### src/samaw_pkg.sv
package samaw_pkg;

  localparam int unsigned SampleW = 16;
  localparam logic signed [SampleW-1:0] RefXReset = 16'sd32276;
  localparam logic signed [SampleW-1:0] RefYReset = -16'sd5643;
  localparam logic signed [SampleW-1:0] RefZReset = 16'sd371;
  localparam logic signed [SampleW-1:0] SampleMax = 16'sh7fff;
  localparam logic signed [SampleW-1:0] SampleMin = 16'sh8000;
  localparam logic [16:0] UnitScale = 17'd32767;

  localparam logic [1:0] RegRefX = 2'd0;
  localparam logic [1:0] RegRefY = 2'd1;
  localparam logic [1:0] RegRefZ = 2'd2;

  typedef struct packed {
    logic signed [SampleW-1:0] x;
    logic signed [SampleW-1:0] y;
    logic signed [SampleW-1:0] z;
  } vec_t;

  typedef struct packed {
    logic load;
    logic clr_step;
    logic align;
    logic rd_slot;
    logic upd_sum;
    logic sq_start;
    logic sq_step;
    logic div_start;
    logic div_step;
    logic div_store;
    logic commit_mean;
    logic out_load;
  } dp_cmd_t;

  typedef struct packed {
    logic clearing_done;
    logic window_full;
    logic dot_done;
    logic sq_done;
    logic div_done;
    logic last_axis;
  } dp_sts_t;

  function automatic logic signed [SampleW-1:0] neg_sat(input logic signed [SampleW-1:0] v);
    neg_sat = (v == SampleMin) ? SampleMax : -v;
  endfunction

endpackage

### src/samaw_ctrl.sv
module samaw_ctrl import samaw_pkg::*; (
  input  logic    clk_i,
  input  logic    rst_ni,
  input  logic    in_valid_i,
  output logic    in_ready_o,
  output logic    out_valid_o,
  input  logic    out_ready_i,
  input  dp_sts_t sts_i,
  output dp_cmd_t cmd_o
);

  typedef enum logic [9:0] {
    StClear = 10'b0000000001,
    StIdle  = 10'b0000000010,
    StAlign = 10'b0000000100,
    StDot   = 10'b0000001000,
    StRead  = 10'b0000010000,
    StSum   = 10'b0000100000,
    StSqrt  = 10'b0001000000,
    StDivSt = 10'b0010000000,
    StDiv   = 10'b0100000000,
    StOut   = 10'b1000000000
  } state_e;

  state_e state_q, state_d;
  logic   out_valid_q, out_valid_d;

  wire accept = in_valid_i && in_ready_o;

  assign in_ready_o  = (state_q == StIdle);
  assign out_valid_o = out_valid_q;

  always_comb begin
    state_d     = state_q;
    out_valid_d = out_valid_q;
    cmd_o       = '0;
    if (out_valid_q && out_ready_i) begin
      out_valid_d = 1'b0;
    end
    case (state_q)
      StClear: begin
        cmd_o.clr_step = 1'b1;
        if (sts_i.clearing_done) state_d = StIdle;
      end
      StIdle: begin
        if (accept) begin
          cmd_o.load = 1'b1;
          state_d = StAlign;
        end
      end
      StAlign: begin
        cmd_o.align = 1'b1;
        state_d = StDot;
      end
      StDot: begin
        if (sts_i.dot_done) state_d = StRead;
      end
      StRead: begin
        cmd_o.rd_slot = 1'b1;
        state_d = StSum;
      end
      StSum: begin
        cmd_o.upd_sum = 1'b1;
        state_d = StSqrt;
      end
      StSqrt: begin
        if (!sts_i.window_full) begin
          state_d = StOut;
        end else begin
          cmd_o.sq_step = 1'b1;
          if (sts_i.sq_done) state_d = StDivSt;
        end
      end
      StDivSt: begin
        cmd_o.div_start = 1'b1;
        state_d = StDiv;
      end
      StDiv: begin
        cmd_o.div_step = 1'b1;
        if (sts_i.div_done) begin
          cmd_o.div_store = 1'b1;
          state_d = sts_i.last_axis ? StOut : StDivSt;
        end
      end
      StOut: begin
        if (!out_valid_q || out_ready_i) begin
          cmd_o.commit_mean = sts_i.window_full;
          cmd_o.out_load = 1'b1;
          out_valid_d = 1'b1;
          state_d = StIdle;
        end
      end
      default: state_d = StIdle;
    endcase
    if (state_q == StSum) cmd_o.sq_start = 1'b1;
  end

  always_ff @(posedge clk_i or negedge rst_ni) begin
    if (!rst_ni) begin
      state_q     <= StClear;
      out_valid_q <= 1'b0;
    end else begin
      state_q     <= state_d;
      out_valid_q <= out_valid_d;
    end
  end

endmodule

### config.mk
export PLATFORM = sky130hd
export DESIGN_NAME = samaw_ctrl
export DESIGN_NICKNAME = d
export VERILOG_FILES = /design/src/samaw_pkg.sv /design/src/samaw_ctrl.sv
export SDC_FILE = /design/constraint.sdc
export NUM_CORES = 1
export LEC_CHECK = 0
export BUFFER_PORTS_ARGS = -buffer_cell sky130_fd_sc_hd__buf_2
export CORE_MARGIN = 10
export CORE_UTILIZATION = 49
export DETAILED_ROUTE_END_ITERATION = 16
export PLACE_DENSITY = 0.77
export SYNTH_ARGS = -nofsm -noshare
export SYNTH_HDL_FRONTEND = slang
export SYNTH_SLANG_ARGS = --single-unit
### constraint.sdc
create_clock -name clk_i -period 2.3 [get_ports clk_i]
set_input_delay 0.23 -clock clk_i [delete_from_list [all_inputs] [get_ports clk_i]]
set_output_delay 0.23 -clock clk_i [all_outputs]
set_load 0.1 [all_outputs]
---- Word level (Yosys, flattened, before mapping) ----
Cells that the tools add are included.
storage, ports and cells
  bits in registers ....................... 11
  input bits .............................. 10
  word-level logic and storage cells ...... 48
operators by class
  equal/unequal tests ..................... 16
  multiplexer cells ....................... 25
  reduce and logical (&&, ||, !) cells .... 5
operators with widths
  cell                  number
  $pmux 10 s10          1
  $mux 10               8
  $mux 1                13
  $eq 10x1->1 const B   1
  $eq 10x10->1 const B  1
  $eq 10x2->1 const B   1
  $eq 10x3->1 const B   1
  $eq 10x4->1 const B   1
  $eq 10x5->1 const B   1
  $eq 10x6->1 const B   1
  $eq 10x7->1 const B   1
  $eq 10x8->1 const B   1
  $eq 10x9->1 const B   1
  $ne 2x2->1 const B    4
  $mux 2                3
  $reduce_and 6->1      1
  $ne 3x3->1 const B    1
  $logic_and 1x1->1     2
  $ne 2x1->1 const B    1
  $logic_not 1->1       1
  $logic_or 1x1->1      1

---- Longest topological paths before layout ----
Gate-level depths: netlist of the first run.
  depth in word-level cells ............... 4
  mapped depth ............................ 6

---- Least setup slack after synthesis of the first run ----
Ideal clock, no wire load.
  path type ............................... reg-to-output
  start ................................... register state_q[1]
  end ..................................... output port cmd_o[7] (netlist bit)
  arrival time ............................ 4.806 ns
  data required time ...................... 2.070 ns
  setup slack ............................. -2.736 ns
  stages on the path, launching flop included .. 5
  path buffers ............................ 1
  cell sequence ........................... dfrtp_1 -> nor4_4 -> nand2_1 -> nor4b_1 -> buf_4
RTL lines
  item                    RTL line           RTL
  from (decl)             samaw_ctrl.sv:25   state_e state_q, state_d;
  from (signal assigned)  samaw_ctrl.sv:100  state_q <= StClear;
  from (signal assigned)  samaw_ctrl.sv:103  state_q <= state_d;
  to (decl)               samaw_ctrl.sv:9    output dp_cmd_t cmd_o

==> results of run 1 <==
==> routing by layer <==
layer  track usage [%]  up-vias
li1                  -      355
met3              4.87        4
met2              20.0       20
met1              14.1      354
met4              5.77        0
met5                 0        -
==> flip-flops by register name, indices dropped and copies added (netlist names) <==
register,flops
out_valid_o,1
state_q,10
==> worst register-to-register path: stages, from the launching register on <==
cell	delay, ns
dfrtp_2	0.50
nor4_4	0.31
buf_4	0.19
nand3_2	0.16
nor4b_4	0.30
nor4_1	0.10
a22o_1	0.21
==> kinds of logic (layout without fill, tap and decap cells) <==
family | after synthesis | after routing
buffers and inverters | 6 | 34
AOI/OAI and AO/OA | 14 | 14
DFF | 11 | 11
xor gates and xnor gates | 2 | 2
and+or+nand+nor | 50 | 50
==> final cells by class <==
cell class	count	share of cell area [%]
Inverter	3	1.29
Sequential cell	11	24.0
Clock buffer	3	1.93
Tap cell	16	1.71
Timing Repair Buffer	27	25.1
Clock inverter	1	0.429
Multi-Input combinational cell	66	45.6
==> layout by cell type, fill, tap and decap left out, types with 3 or more instances in the layout <==
cell type	count
nor3_1	5
nand2b_1	5
buf_2	10
buf_4	4
buf_12	9
o21ai_0	4
dfrtp_1	7
nor4b_4	3
nor2_1	6
nor2_2	3
dfrtp_2	3
nor2b_1	4
clkbuf_4	6
nand2_1	3
==> power breakdown <==
group / leakage (nW) / switching [mW] / internal, mW / total, mW
Clock: 0.0177 / 0.0744 / 0.0645 / 0.139
Combinational: 0.365 / 0.472 / 0.304 / 0.776
Sequential: 0.142 / 0.0689 / 0.225 / 0.294
==> synthesized netlist by cell type, drive strengths merged (2+ instances only) <==
cell type | instances | area [µm²]
dfrtp | 10 | 250
nor2 | 9 | 33.8
nor3 | 7 | 35.0
nand2b | 5 | 31.3
nand2 | 4 | 15.0
nor2b | 4 | 25.0
nor4b | 4 | 50.1
o21ai | 4 | 20.0
buf | 3 | 30.0
inv | 3 | 11.3
nand3 | 3 | 20.0
nor4 | 3 | 48.8
a21oi | 2 | 10.0
and3 | 2 | 12.5
o22ai | 2 | 18.8
or2b | 2 | 15.0
xor2 | 2 | 17.5
==> metrics by stage <==
step | utilization [%] | instance area [µm²] | power (mW) | hold WS, ns
3_3_place_gp | 72.3 | 1090 | 1.01 | 0.115
5_1_grt | 77.5 | 1170 | 1.28 | 0.0976
2_1_floorplan | - | 850 | 0.826 | -0.0656
4_1_cts | 74.8 | 1130 | 1.17 | 0.0977
3_5_place_dp | 72.3 | 1090 | 1.03 | 0.116
6_report | 77.5 | 1170 | 1.21 | 0.103
==> what timing repair did <==
item	CTS	global route
setup endpoints to repair	1	11
hold buffers	1	0
endpoints found under the hold margin	10	0
buffers inserted	0	3
gates resized for setup	0	8
pin swaps	0	3
==> path summary, 6_finish.rpt <==
path	start	endpoint	slack, ns	cells past startpoint
max in group asynchronous	rst_ni	state_q[0]	1.68	2
setup reg to reg	state_q[7]	state_q[1]	0.43	6
hold / removal	sts_i[5]	state_q[0]	0.10	2
setup / recovery	state_q[1]	cmd_o[7]	0.1	4
hold reg to reg	out_valid_o	out_valid_o	0.54	2
min in group asynchronous	rst_ni	state_q[8]	0.35	2
==> metrics.md, run 1 <==
| Metric | Value |
|---|---|
| Cells after DPL | `between 100 and 150` |
| Worst Tran Pin Value | `approximately 0.5 ns` |
| CP Launch Type | `flop` |
| Die W | `59.8 µm` |
| Met3 Wirelength | `140 µm` |
| Ys async rst share | `100%` |
| First drt pass iteration count | `4` |
| Maxcap violations | `0` |
| Max-slew violations | `0` |
| Post-Syn Nets | `93` |
| Post-Route M1 WL | `870 µm` |
| Initial Utilization | `around half` |
| Avg Cell Area, Syn | `9.35 µm²` |
| Fin nets | `122` |
| Hold Vio Cnt, Final | `0` |
| Yosys cell types | `36` |
| Initial antenna violation count | `0` |
| Worst-Skew Late Latency | `0.28 ns` |
| # clock sinks | `11` |
| Mapped Cells | `83` |
| Cell Chain, Critical Path | `nor4_4, nand2_2, nor4b_4, buf_12` |
| Slew headroom | `67.7%` |
| Crit path max fanout | `6` |
| Layout cells sized above 1 | `between 40% and 50%` |
| Drt drc | `0` |
| Multi-input logic area | `approximately 530 µm²` |
| WP buf/inv | `1` |
| Antenna cell count | `0` |
| Vias | `733` |
| Max layer used | `met4` |
| Synth-to-layout area growth | `50.5%` |
| Wire per inst | `between 15 and 20 µm` |
| Largest stage delay on the critical path | `approximately 0.45 ns` |
| Io pins | `24` |
| Wire length on met2 | `1.07 mm` |
| Post-synth EDFFs | `0` |
| CTS tree | `done` |
| First-pass GRT wire length | `3.46 mm` |
| Core box area | `1510 µm²` |
| Sequential-to-total area share from yosys stat | `35.6%` |
| Arrival @ worst endpoint | `1.97 ns` |
| Antenna Violating Nets Remaining | `0` |
| Critical Path RT | `2.07 ns` |
| Die Ht | `59.8 µm` |
| Final setup viols | `0` |
| Mux cell area share after synthesis | `0%` |
| GRT Overall Usage | `approximately an eighth` |
| Worst VDD drop | `0.00153 V` |
| Leak pwr | `0.525 nW` |
| Adder-cell area share of the yosys netlist | `0%` |
| Final WL | `2.11 mm` |
| CTS Buffer Depth | `2` |
| Initial drt markers | `13` |
| Crit-path leading delay family | `simple AND/OR/NAND/NOR gates` |
| Fill cells | `approximately 110` |
| Pwr dens | `approximately 1000 nW/µm²` |
| Pre-CTS setup slack | `0.307 ns` |
| Routability congestion estimate | `0.878` |
| Simple-gate share of the synthesized area | `44.0%` |
| Ys flop type | `dfrtp_1` |
| Final setup TNS | `0 ns` |
| PortBufs | `23` |
| Vias/cell | `5.77` |
| Aggregate global routing overflow | `0` |
| Outcome | `finished clean` |
| Worst Path Class, Setup | `flop to primary output` |
| Cts bufs inserted | `3` |
| CTS H-Tree Depth | `1` |
| CP max stage cell | `dfrtp_2` |
| # rows | `14` |
| Synthesized flop and latch total | `11` |
| Final Cycle Share | `95.7%` |
| Post-Synthesis Cell Area | `776 µm²` |
| Synthesis warning total | `0` |
| Placed wire-length estimate | `1.63 mm` |
| CP Capture Type | `primary output` |
| Clock Skews | `0.000613 ns` |
| Synth Area in XOR/XNOR | `2.26%` |
| Hold WC Path Type | `input pin to flop` |
| CTS root buf | `clkbuf_4` |
| Largest family of logic cells by synthesized area | `simple AND/OR/NAND/NOR gates` |
| F_max | `454 MHz` |
| Sequential Area | `around 280 µm²` |
| Vias in the first global route | `733` |
| Tmin final | `between 2 and 2.5 ns` |
| Fin cells | `about 130` |
| Final worst slack | `0.0981 ns` |
| Clock slew at reported path FFs | `0.08 ns` |
| Largest net degree at the start of global routing | `12` |
| Compound-gate portion of the synthesized area | `12.7%` |
| Die ar. | `3570 µm²` |
Power figures use the tool's default switching activity.
==> inputs of run 2 (changes only) <==
--- a/config.mk
+++ b/config.mk
@@ -7,9 +7,8 @@
 export LEC_CHECK = 0
 export BUFFER_PORTS_ARGS = -buffer_cell sky130_fd_sc_hd__buf_2
 export CORE_MARGIN = 10
-export CORE_UTILIZATION = 49
+export CORE_UTILIZATION = 40
 export DETAILED_ROUTE_END_ITERATION = 16
-export PLACE_DENSITY = 0.77
 export SYNTH_ARGS = -nofsm -noshare
 export SYNTH_HDL_FRONTEND = slang
 export SYNTH_SLANG_ARGS = --single-unit
==> run 2 against run 1 <==
Register-to-register slack gained 0.04 ns; first-iteration DRC count rose by 46%; final cell count up 5.5%; sequential power shrank 1%; highest routed layer unchanged; clock power decreased by 6%; combinational power decreased by 3.1%; largest power group unchanged; clock-buffer cell count increased by 1; die area increased by 15%; core utilization down 12 points; sequential cell count unchanged; global-route usage fell by 2.6 points; clock skew about the same.
==> metrics.md, run 2 (synthesis gave the netlist of run 1 again) <==
| Metric | Value |
|---|---|
| Final Cycle Share | `94.1% (-1.7 points)` |
| RSZ-0062 raised after global routing | `no` |
| Antenna Violating Nets Remaining | `0 (unchanged)` |
| First drt pass iteration count | `4 (unchanged)` |
| Maxcap violations | `0 (unchanged)` |
| Wire per inst | `14.6 µm (-12%)` |
| Drt drc | `0 (unchanged)` |
| Hold WC Path Type | `input pin to flop` |
| Initial drt markers | `19 (+6)` |
| CTS Buffer Depth | `2 (unchanged)` |
| Outcome | `finished clean` |
| Tmin final | `2.16 ns (-0.0383 ns)` |
| Vias | `694 (-5.3%)` |
| Aggregate global routing overflow | `0 (unchanged)` |
| Antenna cell count | `0 (unchanged)` |
| Vias/cell | `5.18 (-10%)` |
| Critical Path RT | `2.07 ns (about the same)` |
| CTS tree | `done` |
| Leak pwr | `0.519 nW (-1.3%)` |
| Fin nets | `120 (-1.6%)` |
| Largest net degree at the start of global routing | `12 (unchanged)` |
| Crit path max fanout | `7 (+1)` |
| Combinational power share | `64.1% (about the same)` |
| Die ar. | `4100 µm² (+15%)` |
| Placed wire-length estimate | `1.60 mm (-1.8%)` |
| Most frequent cells in the layout | `10 x buf_2, 10 x buf_12, 8 x dfrtp_1` |
| Core box area | `1780 µm² (+18%)` |
| CP Capture Type | `primary output` |
| Sw Ratio | `51.1% (+0.15 points)` |
| PortBufs | `23 (unchanged)` |
| Io pins | `24 (unchanged)` |
| Design area | `1170 µm² (+0.64%)` |
| Die W | `64.0 µm (+7.1%)` |
| # clock sinks | `11 (unchanged)` |
| NetSw | `599 µW (-2.7%)` |
| Routability congestion estimate | `0.794 (-9.6%)` |
| Hold Vio Cnt, Final | `0 (unchanged)` |
| Fill cells | `160 (+44%)` |
| Final setup viols | `0 (unchanged)` |
| # rows | `15 (+1)` |
| Worst VDD drop | `0.00116 V (-25%)` |
| Layout cells sized above 1 | `45.9% (-2.8 points)` |
| Cts bufs inserted | `3 (unchanged)` |
| Register with the most flip-flops | `state_q` |
| Pwr dens | `998 nW/µm² (-3.6%)` |
| Fin cells | `134 (+5.5%)` |
| Cells after DPL | `128 (+7.6%)` |
| First-pass GRT wire length | `3.31 mm (-4.2%)` |
| Synth-to-layout area growth | `51.5%` |
| Slew headroom | `67.7% (about the same)` |
| Arrival @ worst endpoint | `1.93 ns (-0.04 ns)` |
| Final WL | `1.96 mm (-6.8%)` |
| Max-slew violations | `0 (unchanged)` |
| CTS root buf | `clkbuf_4` |
| Clock Skews | `0.000826 ns (+0.000213 ns)` |
| Sequential share of power | `24.7% (+0.4 points)` |
| Worst Path Class, Setup | `flop to primary output` |
| Cell-internal power | `574 µW (-3.3%)` |
| Worst Tran Pin Value | `0.488 ns (+0.000148 ns)` |
| Total power | `1.17 mW (-3.0%)` |
| CP Launch Type | `flop` |
| Clock share of power | `11.2% (-0.3 points)` |
| Cell Area, Placed | `1120 µm² (+2.4%)` |
| Die Ht | `64.0 µm (+7.1%)` |
| F_max | `462 MHz (+1.8%)` |
| Vias in the first global route | `709 (-3.3%)` |
| Worst-Skew Late Latency | `0.27 ns (about the same)` |
| Initial Utilization | `43.5% (-8.0 points)` |
| Clock slew at reported path FFs | `0.07 ns (about the same)` |
| CTS H-Tree Depth | `1 (unchanged)` |
| Initial antenna violation count | `0 (unchanged)` |
| GRT Overall Usage | `9.89% (-2.6 points)` |
| Max FFs per register | `10 (unchanged)` |
[run 2: changes by cell type in the layout (fill, tap and decap cells not counted), sizes merged]
cell,previous run,this run
clkinv,1,0
buf,23,22
[run 2: worst paths after layout]
| kind | cells after the start | slack [ns] | to | from |
|---|---|---|---|---|
| max | 4 | 0.14 | cmd_o[7] | state_q[3] |
| min | 2 | 0.09 | state_q[0] | sts_i[5] |
| max reg2reg | 6 | 0.47 | state_q[1] | state_q[7] |
| min reg2reg | 2 | 0.53 | out_valid_o | out_valid_o |
| max in group asynchronous | 2 | 1.68 | state_q[0] | rst_ni |
| min in group asynchronous | 2 | 0.36 | state_q[4] | rst_ni |
[run 2: layout make-up]
class | instances | area [µm²] | area share (%)
Inverter | 3 | 15.0 | 1.28
Multi-Input combinational cell | 66 | 533 | 45.4
Clock buffer | 4 | 26.3 | 2.24
Sequential cell | 11 | 279 | 23.7
Timing Repair Buffer | 25 | 290 | 24.7
Tap cell | 25 | 31.3 | 2.66
[run 2: worst max-delay path: stages (launching register included)]
cell and delay [ns]:
dfrtp_2 0.48, nor4_4 0.37, nand2_2 0.17, nor4b_4 0.40, buf_12 0.23
[run 2: power groups by stage]
stage / logic, mW / registers (mW) / clock network, mW
floorplan: 0.545 / 0.280 / 0
global placement: 0.735 / 0.290 / 0
detailed placement: 0.743 / 0.293 / 0
CTS: 0.754 / 0.290 / 0.137
global route: 0.799 / 0.298 / 0.145
finish: 0.752 / 0.290 / 0.131
[run 2: layer usage]
layer	vias up	share of wire [%]	routed length, µm	global-route usage, %
met5	-	0	0	0
met4	0	0.56	11	2.46
met3	2	6.1	120	5.05
met2	15	50	976	15.8
met1	325	44	854	11.4
li1	352	-	-	-
[run 2: timing repair]
action | in CTS | in global routing
pin swaps | 0 | 2
hold buffers | 1 | 0
endpoints found under the hold margin | 10 | 0
endpoints found under the setup margin | 1 | 11
buffers inserted | 0 | 1
resized for setup | 2 | 4
[run 2: through the flow]
step | TNS, ns | hold WS (ns) | util [%] | setup slack [ns]
floorplan | -0.826 | -0.0656 | - | -0.469
global placement | 0 | 0.116 | 62.6 | 0.345
detailed placement | 0 | 0.115 | 62.6 | 0.288
CTS | 0 | 0.0850 | 65.1 | 0.0541
global route | 0 | 0.100 | 65.9 | 0.0176
finish | 0 | 0.0929 | 65.9 | 0.136
